$ cat config.mk
export PLATFORM = sky130hd
export DESIGN_NAME = fvsd_front
export DESIGN_NICKNAME = d
export VERILOG_FILES = /design/src/fvsd_pkg.sv /design/src/fvsd_front.sv
export SDC_FILE = /design/constraint.sdc
export NUM_CORES = 1
export LEC_CHECK = 0
export BUFFER_PORTS_ARGS = -buffer_cell sky130_fd_sc_hd__buf_4
export CAP_MARGIN = 40
export CORE_ASPECT_RATIO = 1.5
export CORE_UTILIZATION = 40
export DETAILED_ROUTE_END_ITERATION = 7
export PLACE_DENSITY_LB_ADDON = 0.15
export SLEW_MARGIN = 25
export SYNTH_ARGS = -nofsm -noshare
export SYNTH_HDL_FRONTEND = slang
export SYNTH_SLANG_ARGS = --single-unit
$ cat constraint.sdc
create_clock -name clock -period 2 [get_ports clock]
set_input_delay 0.2 -clock clock [delete_from_list [all_inputs] [get_ports clock]]
set_output_delay 0.2 -clock clock [all_outputs]
set_load 0.1 [all_outputs]
$ cat src/fvsd_pkg.sv
// Shared types, constants and the CORDIC angle table for the force vector servo drive
`timescale 1ns / 1ps
package fvsd_pkg;

   localparam logic [2:0] REG_WINDOW  = 3'd0;
   localparam logic [2:0] REG_TURN    = 3'd1;
   localparam logic [2:0] REG_NEUTRAL = 3'd2;
   localparam logic [2:0] REG_MIN     = 3'd3;
   localparam logic [2:0] REG_MAX     = 3'd4;

   localparam logic [16:0] WINDOW_ONE   = 17'd65536;
   localparam logic [16:0] WINDOW_RESET = 17'd32768;
   localparam logic [13:0] TURN_RESET   = 14'd8192;
   localparam logic [7:0]  NEUTRAL_RESET = 8'd128;
   localparam logic [7:0]  MIN_RESET    = 8'd0;
   localparam logic [7:0]  MAX_RESET    = 8'd255;
   localparam logic [7:0]  HIST_RESET   = 8'd128;
   localparam logic [16:0] REV_SCALE    = 17'd52429;
   localparam logic [16:0] FWD_SCALE    = 17'd65536;
   localparam logic signed [16:0] FORCE_LIMIT = 17'sd32768;
   localparam logic [4:0]  CORDIC_LAST  = 5'd27;
   localparam logic [4:0]  SQRT_STEPS   = 5'd16;
   localparam logic [31:0] TURN_HALF    = 32'h8000_0000;
   localparam logic [31:0] TURN_QUARTER = 32'h4000_0000;
   localparam logic [31:0] TURN_3QUARTER = 32'hC000_0000;

   typedef struct packed {
      logic              err;
      logic signed [16:0] x;
      logic signed [16:0] y;
   } item_type;

   typedef struct packed {
      logic [16:0] window;
      logic [13:0] turn;
      logic [7:0]  neutral;
      logic [7:0]  smin;
      logic [7:0]  smax;
   } cfg_type;

   typedef enum logic [3:0] {
      B_IDLE, B_SQ0, B_SQ1, B_ROT, B_MUL0, B_MUL1, B_MUL2, B_THR,
      B_MAP, B_DIV_STEER, B_STEER, B_HIST, B_DIV_AVG, B_DONE
   } back_state_type;

   function automatic logic [31:0] atan_turn(input logic [4:0] i);
      logic [31:0] r;
      case (i)
         5'd0:  r = 32'h20000000;
         5'd1:  r = 32'h12E4051E;
         5'd2:  r = 32'h09FB385B;
         5'd3:  r = 32'h051111D4;
         5'd4:  r = 32'h028B0D43;
         5'd5:  r = 32'h0145D7E1;
         5'd6:  r = 32'h00A2F61E;
         5'd7:  r = 32'h00517C55;
         5'd8:  r = 32'h0028BE53;
         5'd9:  r = 32'h00145F2F;
         5'd10: r = 32'h000A2F98;
         5'd11: r = 32'h000517CC;
         5'd12: r = 32'h00028BE6;
         5'd13: r = 32'h000145F3;
         5'd14: r = 32'h0000A2FA;
         5'd15: r = 32'h0000517D;
         5'd16: r = 32'h000028BE;
         5'd17: r = 32'h0000145F;
         5'd18: r = 32'h00000A30;
         5'd19: r = 32'h00000518;
         5'd20: r = 32'h0000028C;
         5'd21: r = 32'h00000146;
         5'd22: r = 32'h000000A3;
         5'd23: r = 32'h00000051;
         5'd24: r = 32'h00000029;
         5'd25: r = 32'h00000014;
         5'd26: r = 32'h0000000A;
         5'd27: r = 32'h00000005;
         default: r = 32'h00000000;
      endcase
      return r;
   endfunction

endpackage

$ cat src/fvsd_front.sv
// Front end: accepts force vectors, flags range errors, two-entry queue
`timescale 1ns / 1ps
module fvsd_front import fvsd_pkg::*; (
   input  logic              clock,
   input  logic              reset,
   input  logic              req_valid,
   output logic              req_stall,
   input  logic signed [16:0] req_force_x,
   input  logic signed [16:0] req_force_y,
   output logic              q_valid,
   output item_type          q_item,
   input  logic              q_pop
);

   item_type   slot_ff [2];
   item_type   item_in;
   logic       wr_ptr_ff, wr_ptr_in;
   logic       rd_ptr_ff, rd_ptr_in;
   logic [1:0] count_ff, count_in;
   logic       push, pop;

   always_comb begin
      req_stall = (count_ff == 2'd2);
      push      = req_valid & ~req_stall;
      q_valid   = (count_ff != 2'd0);
      pop       = q_pop & q_valid;
      q_item    = slot_ff[rd_ptr_ff];
      item_in.x = req_force_x;
      item_in.y = req_force_y;
      item_in.err = (req_force_x > FORCE_LIMIT) || (req_force_x < -FORCE_LIMIT) ||
                    (req_force_y > FORCE_LIMIT) || (req_force_y < -FORCE_LIMIT);
      wr_ptr_in = push ? ~wr_ptr_ff : wr_ptr_ff;
      rd_ptr_in = pop ? ~rd_ptr_ff : rd_ptr_ff;
      count_in  = count_ff + {1'b0, push} - {1'b0, pop};
   end

   always_ff @(posedge clock) begin
      if (reset) begin
         wr_ptr_ff <= 1'b0;
         rd_ptr_ff <= 1'b0;
         count_ff  <= 2'd0;
      end else begin
         wr_ptr_ff <= wr_ptr_in;
         rd_ptr_ff <= rd_ptr_in;
         count_ff  <= count_in;
      end
   end

   always_ff @(posedge clock) begin
      if (push) begin
         slot_ff[wr_ptr_ff] <= item_in;
      end
   end

endmodule

---- Word-level counts from Yosys, hierarchy flattened ----
Memories as Yosys holds them, arrays and structs flattened. A register that Yosys moved wholly into a read port is not among the register bits.
Cells that the tools add are included.
word-level totals
  register bits ........................... 4
  memory bits (writable) .................. 70
  output and inout port bits .............. 37
  memories kept ........................... 1
memory list
  memory   words  width  read ports  clocked after memory_dff  write ports  RTL line          text
  slot_ff  2      35     1           1                         1            fvsd_front.sv:15  item_type slot_ff [2];
operators by class
  $add $sub $neg .......................... 2
  magnitude comparators ................... 4
  eq/ne operators ......................... 1
  multiplexer cells ....................... 4
  bitwise gates (word level) .............. 5
  reductions and logical operators ........ 4
operators with widths
  operator              number
  $gt 17x17->1 const B  2
  $lt 17x16->1 const B  2
  $mux 1                4
  $logic_or 1x1->1      3
  $not 1->1             3
  $add 2x1->2           1
  $and 1x1->1           2
  $eq 2x2->1 const B    1
  $reduce_bool 2->1     1
  $sub 2x1->2           1

---- Depth between registers and ports, before layout ----
Gate-level depths: netlist of the first run.
  depth in word-level cells ............... 5
  gate-level depth with buffers ........... 8
  gate-level depth less buffers ........... 8

---- Least setup slack after synthesis of the first run ----
OpenSTA, ideal clock, no wires.
  kind .................................... register to register
  start ................................... register count_ff[0]
  end ..................................... memory slot_ff[0][0] in the netlist's numbering, enable pin
  arrival time ............................ 2021 ps
  required time ........................... 1610 ps
  setup slack ............................. -410 ps
  cell stages (with the launch flop) ...... 5
  path buffers ............................ 0
  cells stage by stage .................... dfxtp_1 -> nand2b_2 -> inv_1 -> or3_1 -> inv_1
between the ends
  cells in the longest elaborated chain, start to end .. 5
RTL lines
  what                          RTL line          text
  start, declared               fvsd_front.sv:19  logic [1:0] count_ff, count_in;
  start signal, assigned        fvsd_front.sv:45  count_ff <= count_in;
  $eq 2x2->1                    fvsd_front.sv:23  req_stall = (count_ff == 2'd2);
  net req_stall                 fvsd_front.sv:7   output logic req_stall,
  $not 1->1                     fvsd_front.sv:24  push = req_valid & ~req_stall;
  $and 1x1->1                   fvsd_front.sv:24
  $mux 1                        fvsd_front.sv:50  if (push) begin
  $mux 1 (implied by the code)  fvsd_front.sv:51  slot_ff[wr_ptr_ff] <= item_in;
  end, declared                 fvsd_front.sv:15
The timed path passes the listed nets, and every way through them passes these cells.

==> results.toml, run 1 <==
[placed_design]
io_buffer_count = 74
dp.cells = 303
place_hpwl_um = 3460
place_congestion = 0.685

[die]
die_w_um = 71.2
core-area_mm2 = 0.00690
dieArea_mm2 = 0.00754
start_util_pct = 41.7
boundaryPins = 75
die_h_um = 106
num_rows = 37

[routing]
detail_route.wl_per_cell_um = 16.3
vias = 1602
dr_wl_met2_um = 2780
drcViolationCount = 5
drt_pass1_iterations = 6
drt-initial-drc-count = 98
viasPerCell = 5.02
drt-total-wl_um = 5190
met1Wirelength_um = 2010
wl_met3_um = 325
top_layer = "met4"
postRouteAntennaNets = 0

[sta]
relSlewSlack_pct = 71.3
rsz0062_at_grt = "no"
fmax_mhz = 562
hold_viol_final = 0
setup_viol = 0
clock_skew_ns = 0.00885
period_share_pct = 88.9
fin_crit_ns = 1.78
max_slew.worst_pin.slew_ns = 0.426
maxSlewViolCount = 0

[critical_path]
cp_max_fo = 21
reg2reg_from = "count_ff[1]"
regToRegSetupSlack_ns = 0.40
reg2reg_depth = 7
r2r_end = "count_ff[1]"
crit_arrival_ns = 1.58
crit_required_ns = 1.80
end_kind = "output pin"
path_class = "reg -> out"
crit_path_start_kind = "flop"

[clock_tree]
cts_setup_buffers = 0
clk_latency_ns = 0.34
cts.sinks = 75
cts_buffers = 9
clockBufferDepth = 2
clkTransAtPathRegs_ns = 0.08
root_buffer = "clkbuf_8"
cts_htree_levels = 3
cts_resized = 0
hold_buffers = 0
cts_tree = "done"

[global_route]
grt_pass1_vias = 1689
overflow = 0
antenna_found_initial = 0
grt_max_degree = 36
track_usage_pct = 14.6
grt_first_pass_wirelength_um = 8000

[yosys]
synth_most_common_cell = "edfxtp_1"
syn_area_per_cell_um2 = 19.0
synthTopCellsByArea = "edfxtp_1, mux2_2, dfxtp_1, nor4_2, ha_1"
synth-edff-count = 70
synth.top_cell.area_share_pct = 73.1
async_flop_share_pct = 0
synth_cells = 151
yosysTopAreaCell = "edfxtp_1"
ys_top_cells_by_count = "edfxtp_1, mux2_2, inv_1, dfxtp_1, nor4_2"
synth_ff_type = "edfxtp_1"
synth-seq-cells = 75
yosys_warnings = 0
synth_nets = 191
syn_area_mm2 = 0.00288
ys_seq_area_share_pct = 76.6
ys_types = 28

[hold_path]
hold_end = "slot_ff[0][33]"
hp-class = "in -> reg"
min-delay-start = "req_force_x[16]"
holdPathStages = 1

[finish]
syn2layout_area_growth_pct = 31.1
multiInputGateArea_um2 = 636
final_cells = 319
area.sequential_mm2 = 0.00220
drive_gt1_share_pct = 58.1
nets = 276
antenna_cells = 0
fillers = 585

[run_status]
violations = "DRC"
status = "complete, but fails checks"

[run]
cap_violations = 0
-- critical path: stages (launching register included) --
cell and delay, ns:
dfxtp_2 0.33, buf_4 0.29, mux2_2 0.38, buf_4 0.23
-- kinds of logic (layout without fill, tap and decap cells) --
kind of cell	count (synthesis)	in the layout	share of synthesized area (%)
AOI/OAI and AO/OA	6	6	1.48
xor gates and xnor gates	2	2	0.609
adders and majority gates	2	2	0.870
buffers and inverters	10	100	1.74
DFF	75	75	76.6
muxes	35	35	13.7
and+or+nand+nor	21	21	5.05
-- stage by stage --
| stage | util [%] | hold slack, ns | instance area, um^2 | setup TNS [ns] | worst slack, ns |
|---|---|---|---|---|---|
| floorplan | - | 0.264 | 2900 | -6.29 | -0.180 |
| global route | 54.7 | 0.0327 | 3770 | 0 | 0.147 |
| CTS | 54.7 | 0.0327 | 3770 | 0 | 0.187 |
| global placement | 51.9 | 0.396 | 3580 | 0 | 0.403 |
| finish | 54.7 | 0.0495 | 3770 | 0 | 0.222 |
| detailed placement | 51.9 | 0.397 | 3580 | 0 | 0.393 |
-- layout make-up --
type	count	area share (%)
inverters	6	0.796
well taps	78	2.59
flip-flops and latches	75	58.5
repair buffers	78	16.2
clock inverters	7	1.82
clock buffers	9	3.28
multi-input cells	66	16.9
-- registers in the layout (all words and copies together), names as in the netlist, named ones only --
signal / cells
count_ff: 2
rd_ptr_ff: 1
slot_ff: 70
wr_ptr_ff: 1
-- layout by cell type (no fill, tap or decap), drive strengths merged --
cell type	netlist	routed
buf	4	78
edfxtp	70	70
mux2	35	35
clkbuf	0	9
nor4	6	6
dfxtp	5	5
clkinv	0	5
inv	6	4
clkinvlp	0	3
nor3	3	3
nor2	3	3
ha	2	2
nand2b	2	2
o21a	1	1
nand2	1	1
nand4	1	1
a41oi	1	1
o22ai	1	1
a311o	1	1
and3	1	1
or2	1	1
or3	1	1
nor2b	1	1
xnor2	1	1
o21ai	1	1
a21oi	1	1
xor2	1	1
and2	1	1
bufinv	0	1
-- routing by layer --
layer,vias up,track usage (%)
li1,757,-
met1,791,15.4
met2,48,25.4
met3,6,5.16
met4,0,7.29
met5,-,0
-- how the worst max path moves through the flow --
stage | from | end | cells past startpoint
4_1_cts | flop | q_item[6] | 3
6_report | flop | q_item[2] | 3
2_1_floorplan | count_ff[0] | slot_ff[0][0] | 4
3_3_place_gp | req_force_y[0] | slot_ff[0][34] | 4
3_5_place_dp | req_force_y[0] | slot_ff[0][34] | 4
5_1_grt | flop | q_item[6] | 3
Power of run 1 is left out: the tool's default activity adds up to more than one toggle a clock period on the data nets, which glitch-free logic cannot reach.
==> run 2, diff against run 1 <==
Settings changed: ABC_CLOCK_PERIOD_IN_PS set to 1500.
Clock period 2 ns to 1.5 ns, I/O delays scaled along.
==> results.toml, run 2 (same netlist as run 1, synthesis figures left out) <==
[global_route]
overflow = 0
grt_first_pass_wirelength_um = 9570
grt_pass1_vias = 1971
antenna_found_initial = 0
track_usage_pct = 17.6
grt_max_degree = 36

[pwr]
power_density_mw_per_mm2 = 2140
p_sw_mw = 4.37
p_sw_share_pct = 44.8
seqPwrFrac_pct = 28.9
fin_total_pwr_mw = 9.74
worst_ir_drop_vdd_v = 0.00141
p_clk_share_pct = 14.6
p_leak_nw = 1.73
p_int_mw = 5.37
p_comb_share_pct = 56.5

[sta]
period_share_pct = 107
rsz0062_at_grt = "yes"
max_slew.worst_pin.slew_ns = 0.428
clock_skew_ns = 0.00819
fmax_mhz = 623
worst_slack_ns = -0.105
fin_crit_ns = 1.61
hold_viol_final = 0
maxSlewViolCount = 0
relSlewSlack_pct = 71.2
setup_viol = 59

[routing]
drt-initial-drc-count = 62
vias = 1735
drt-total-wl_um = 6000
drcViolationCount = 6
detail_route.wl_per_cell_um = 16.7
viasPerCell = 4.82
postRouteAntennaNets = 0
drt_pass1_iterations = 6

[die]
core-area_mm2 = 0.00690
num_rows = 37
dieArea_mm2 = 0.00754
die_w_um = 71.2
die_h_um = 106
boundaryPins = 75
start_util_pct = 41.7

[critical_path]
crit_buf_inv = 2
cp_num_cells = 3
cp_common_cell = "buf_6"
crit_path_start_kind = "flop"
end_kind = "output pin"
crit_family = "flip-flops"
crit_path_max_incr_delay_ns = 0.41
reg2reg_from = "count_ff[0]"
path_cells = "buf_6 -> mux2_2 -> buf_6"
regToRegSetupSlack_ns = -0.05
crit_arrival_ns = 1.46
crit_slowest_cell = "dfxtp_4"
cp_max_fo = 7
reg2reg_depth = 6
crit_required_ns = 1.35
r2r_end = "slot_ff[0][18]"
path_class = "reg -> out"
crit_path_end = "q_item[13]"

[clock_tree]
clockBufferDepth = 2
cts_buffers = 9
cts_tree = "done"
clk_latency_ns = 0.34
cts_htree_levels = 3
root_buffer = "clkbuf_8"
cts.sinks = 75
clkTransAtPathRegs_ns = 0.07

[finish]
postLayoutCellArea_mm2 = 0.00455
largest_register = "slot_ff"
drive_gt1_share_pct = 54.6
syn2layout_area_growth_pct = 58.2
final_common_cell = "edfxtp_1"
nets = 317
largest_reg_flops = 70
multiInputGateArea_um2 = 724
fin_util_pct = 66.0
area.sequential_mm2 = 0.00221
final_cell_mix = "edfxtp_1, buf_4, dlygate4sd3_1"
top_regs = "slot_ff x70, count_ff x2"
antenna_cells = 0
fillers = 480

[run_status]
violations = "DRC, setup timing"
status = "complete, but fails checks"

[placed_design]
io_buffer_count = 74
dpl_cell_area_mm2 = 0.00369
place_hpwl_um = 3720
place_congestion = 0.693

[hold_path]
min-delay-start = "req_force_y[12]"
hp-class = "in -> reg"

[run]
cap_violations = 0
[run 2: worst register-to-register path, stage by stage, from the launching register on]
cell        delay, ns
dfxtp_2          0.35
nand2b_4         0.14
clkinvlp_4       0.07
or3_4            0.34
clkinvlp_4       0.12
buf_6            0.12
buf_12           0.12
[run 2: cell type report]
class / count / share of cell area (%)
flip-flops and latches: 75 / 48.6
repair buffers: 119 / 28.8
multi-input cells: 66 / 15.9
clock buffers: 12 / 2.97
well taps: 78 / 2.14
clock inverters: 4 / 0.907
inverters: 6 / 0.660
[run 2: power groups by stage]
| stage | combinational, mW | clock (mW) | sequential, mW |
|---|---|---|---|
| after global placement | 4.62 | 0 | 2.83 |
| after floorplan | 3.58 | 0 | 2.79 |
| after detailed placement | 4.61 | 0 | 2.85 |
| final | 5.51 | 1.42 | 2.81 |
| after global routing | 5.69 | 1.54 | 2.85 |
| after CTS | 5.46 | 1.47 | 2.81 |
[run 2: worst min path at each step]
| stage | cells past startpoint | slack [ns] | to |
|---|---|---|---|
| after detailed placement | 1 | 0.35 | slot_ff[1][1] |
| after CTS | 1 | 0.001 | slot_ff[1][12] |
| after global routing | 1 | 0.0002 | slot_ff[0][16] |
| after floorplan | 1 | 0.21 | count_ff[0] |
| final | 1 | 0.02 | slot_ff[1][12] |
| after global placement | 1 | 0.35 | slot_ff[1][3] |
[run 2: what timing repair did]
| item | 4_1_cts | 5_1_grt |
|---|---|---|
| setup endpoints to repair | 72 | 74 |
| hold buffers | 28 | 0 |
| resized for setup | 75 | 13 |
| endpoints found under the hold margin | 51 | 0 |
| gates cloned | 1 | 0 |
| pin swaps | 2 | 2 |
| setup buffers | 5 | 1 |
[run 2: metrics by stage]
stage	hold slack [ns]	std cells	worst slack [ns]	TNS [ns]
after floorplan	0.214	151	-0.680	-23.89
after global routing	0.000189	360	-0.166	-7.42
final	0.0197	360	-0.105	-3.73
after global placement	0.348	311	-0.0149	-0.219
after CTS	0.00101	360	-0.134	-4.53
after detailed placement	0.350	311	-0.0450	-0.840
[run 2: metal layers]
metal,track usage [%],part of all wire (%),up-vias
met5,0,0,-
met4,6.57,1.2,0
met2,31.9,57,52
met1,19.0,38,840
li1,-,-,837
met3,5.07,4.0,6
(Power assumes the default switching activity.)
==> run 3, diff against run 2 <==
Settings changed: PLACE_DENSITY set to 0.65, PLACE_DENSITY_LB_ADDON 0.15 to not set.
==> results.toml, run 3 (same netlist as run 1, synthesis figures left out) <==
[run_status]
status = "complete, but fails checks"
violations = "DRC, setup timing"

[pwr]
p_comb_share_pct = 55.1
p_leak_nw = 1.63
fin_total_pwr_mw = 9.16
seqPwrFrac_pct = 30.5
worst_ir_drop_vdd_v = 0.00129
p_clk_share_pct = 14.5
p_int_mw = 4.83
p_sw_mw = 4.33
power_density_mw_per_mm2 = 2090
p_sw_share_pct = 47.3

[clock_tree]
cts_setup_buffers = 0
cts_tree = "done"
cts.sinks = 75
clkTransAtPathRegs_ns = 0.08
cts_htree_levels = 3
clockBufferDepth = 2
root_buffer = "clkbuf_8"
clk_latency_ns = 0.34
cts_buffers = 9

[placed_design]
place_congestion = 0.698
dp.cells = 308
io_buffer_count = 74
place_ws_ns = -0.0569
place_hpwl_um = 3600
dpl_cell_area_mm2 = 0.00365

[sta]
fmax_mhz = 625
maxSlewViolCount = 0
period_share_pct = 107
setup_viol = 71
max_slew.worst_pin.slew_ns = 0.375
finalSetupTns_ns = -4.93
fin_crit_ns = 1.60
holdWs_ns = 0.0126
rsz0062_at_grt = "yes"
worst_slack_ns = -0.0999
relSlewSlack_pct = 74.8
hold_viol_final = 0
clock_skew_ns = 0.00853

[critical_path]
regToRegSetupSlack_ns = -0.08
reg2reg_depth = 5
reg2reg_from = "count_ff[0]"
crit_path_max_incr_delay_ns = 0.38
crit_slowest_cell = "dfxtp_4"
path_class = "reg -> out"
crit_family = "flip-flops"
crit_path_start_kind = "flop"
cp_max_fo = 17
r2r_end = "slot_ff[0][9]"
path_cells = "buf_12 -> mux2_2 -> buf_8"
crit_arrival_ns = 1.45
end_kind = "output pin"
crit_required_ns = 1.35
crit_buf_inv = 2

[die]
start_util_pct = 41.7
dieArea_mm2 = 0.00754
die_h_um = 106
die_w_um = 71.2
num_rows = 37
core-area_mm2 = 0.00690
boundaryPins = 75

[finish]
drive_gt1_share_pct = 53.9
nets = 315
antenna_cells = 0
largest_register = "slot_ff"
fin_util_pct = 63.5
final_cell_mix = "edfxtp_1, buf_4, mux2_2"
final_common_cell = "edfxtp_1"
syn2layout_area_growth_pct = 52.3
final_cells = 358
largest_reg_flops = 70
top_regs = "slot_ff x70, count_ff x2"
postLayoutCellArea_mm2 = 0.00438

[routing]
dr_wl_met2_um = 3240
met1Wirelength_um = 2250
top_layer = "met4"
drt_pass1_iterations = 8
drt-initial-drc-count = 63
wl_met3_um = 263
detail_route.wl_per_cell_um = 16.4
viasPerCell = 4.97
vias = 1778
drt-total-wl_um = 5870
drcViolationCount = 7
postRouteAntennaNets = 0

[global_route]
antenna_found_initial = 0
grt_max_degree = 36
overflow = 0
track_usage_pct = 15.9
grt_first_pass_wirelength_um = 8760
grt_pass1_vias = 1845

[hold_path]
min-delay-start = "req_force_x[8]"
holdPathStages = 1
hold_end = "slot_ff[0][25]"
hp-class = "in -> reg"

[run]
cap_violations = 0
[run 3: how the worst max path moves through the flow]
stage                            from            end  slack, ns  cells past startpoint
final                            flop     q_item[27]       -0.1                      3
after global routing             flop     q_item[16]      -0.13                      3
after CTS                        flop     q_item[27]      -0.12                      3
after detailed placement  count_ff[1]    count_ff[1]      -0.06                      7
after global placement    count_ff[0]  slot_ff[0][5]      0.005                      5
after floorplan           count_ff[0]  slot_ff[0][0]      -0.68                      4
[run 3: final cells by class]
type                            instances  area [um^2]
Sequential cell                        75         2210
Inverter                                6         30.0
Fill cell                             520         2520
Timing Repair Buffer                  117         1200
Tap cell                               78         97.6
Clock buffer                           10          128
Clock inverter                          6         41.3
Multi-Input combinational cell         66          676
[run 3: layer usage]
metal | vias to the layer above | global-route usage [%]
li1 | 837 | -
met1 | 875 | 17.7
met2 | 58 | 27.8
met3 | 8 | 3.35
met4 | 0 | 9.14
met5 | - | 0
[run 3: power by group through the flow]
| stage | clock (mW) | sequential [mW] | combinational (mW) |
|---|---|---|---|
| floorplan | 0 | 2.79 | 3.58 |
| global placement | 0 | 2.81 | 4.58 |
| detailed placement | 0 | 2.83 | 4.59 |
| CTS | 1.37 | 2.78 | 4.96 |
| global route | 1.45 | 2.82 | 5.20 |
| finish | 1.32 | 2.79 | 5.05 |
[run 3: repair_timing]
| action | in CTS | in global routing |
|---|---|---|
| setup endpoints to repair | 72 | 73 |
| hold buffers | 31 | 1 |
| resized for setup | 39 | 8 |
| pin swaps | 0 | 9 |
| gates cloned | 0 | 2 |
| endpoints found under the hold margin | 59 | 1 |
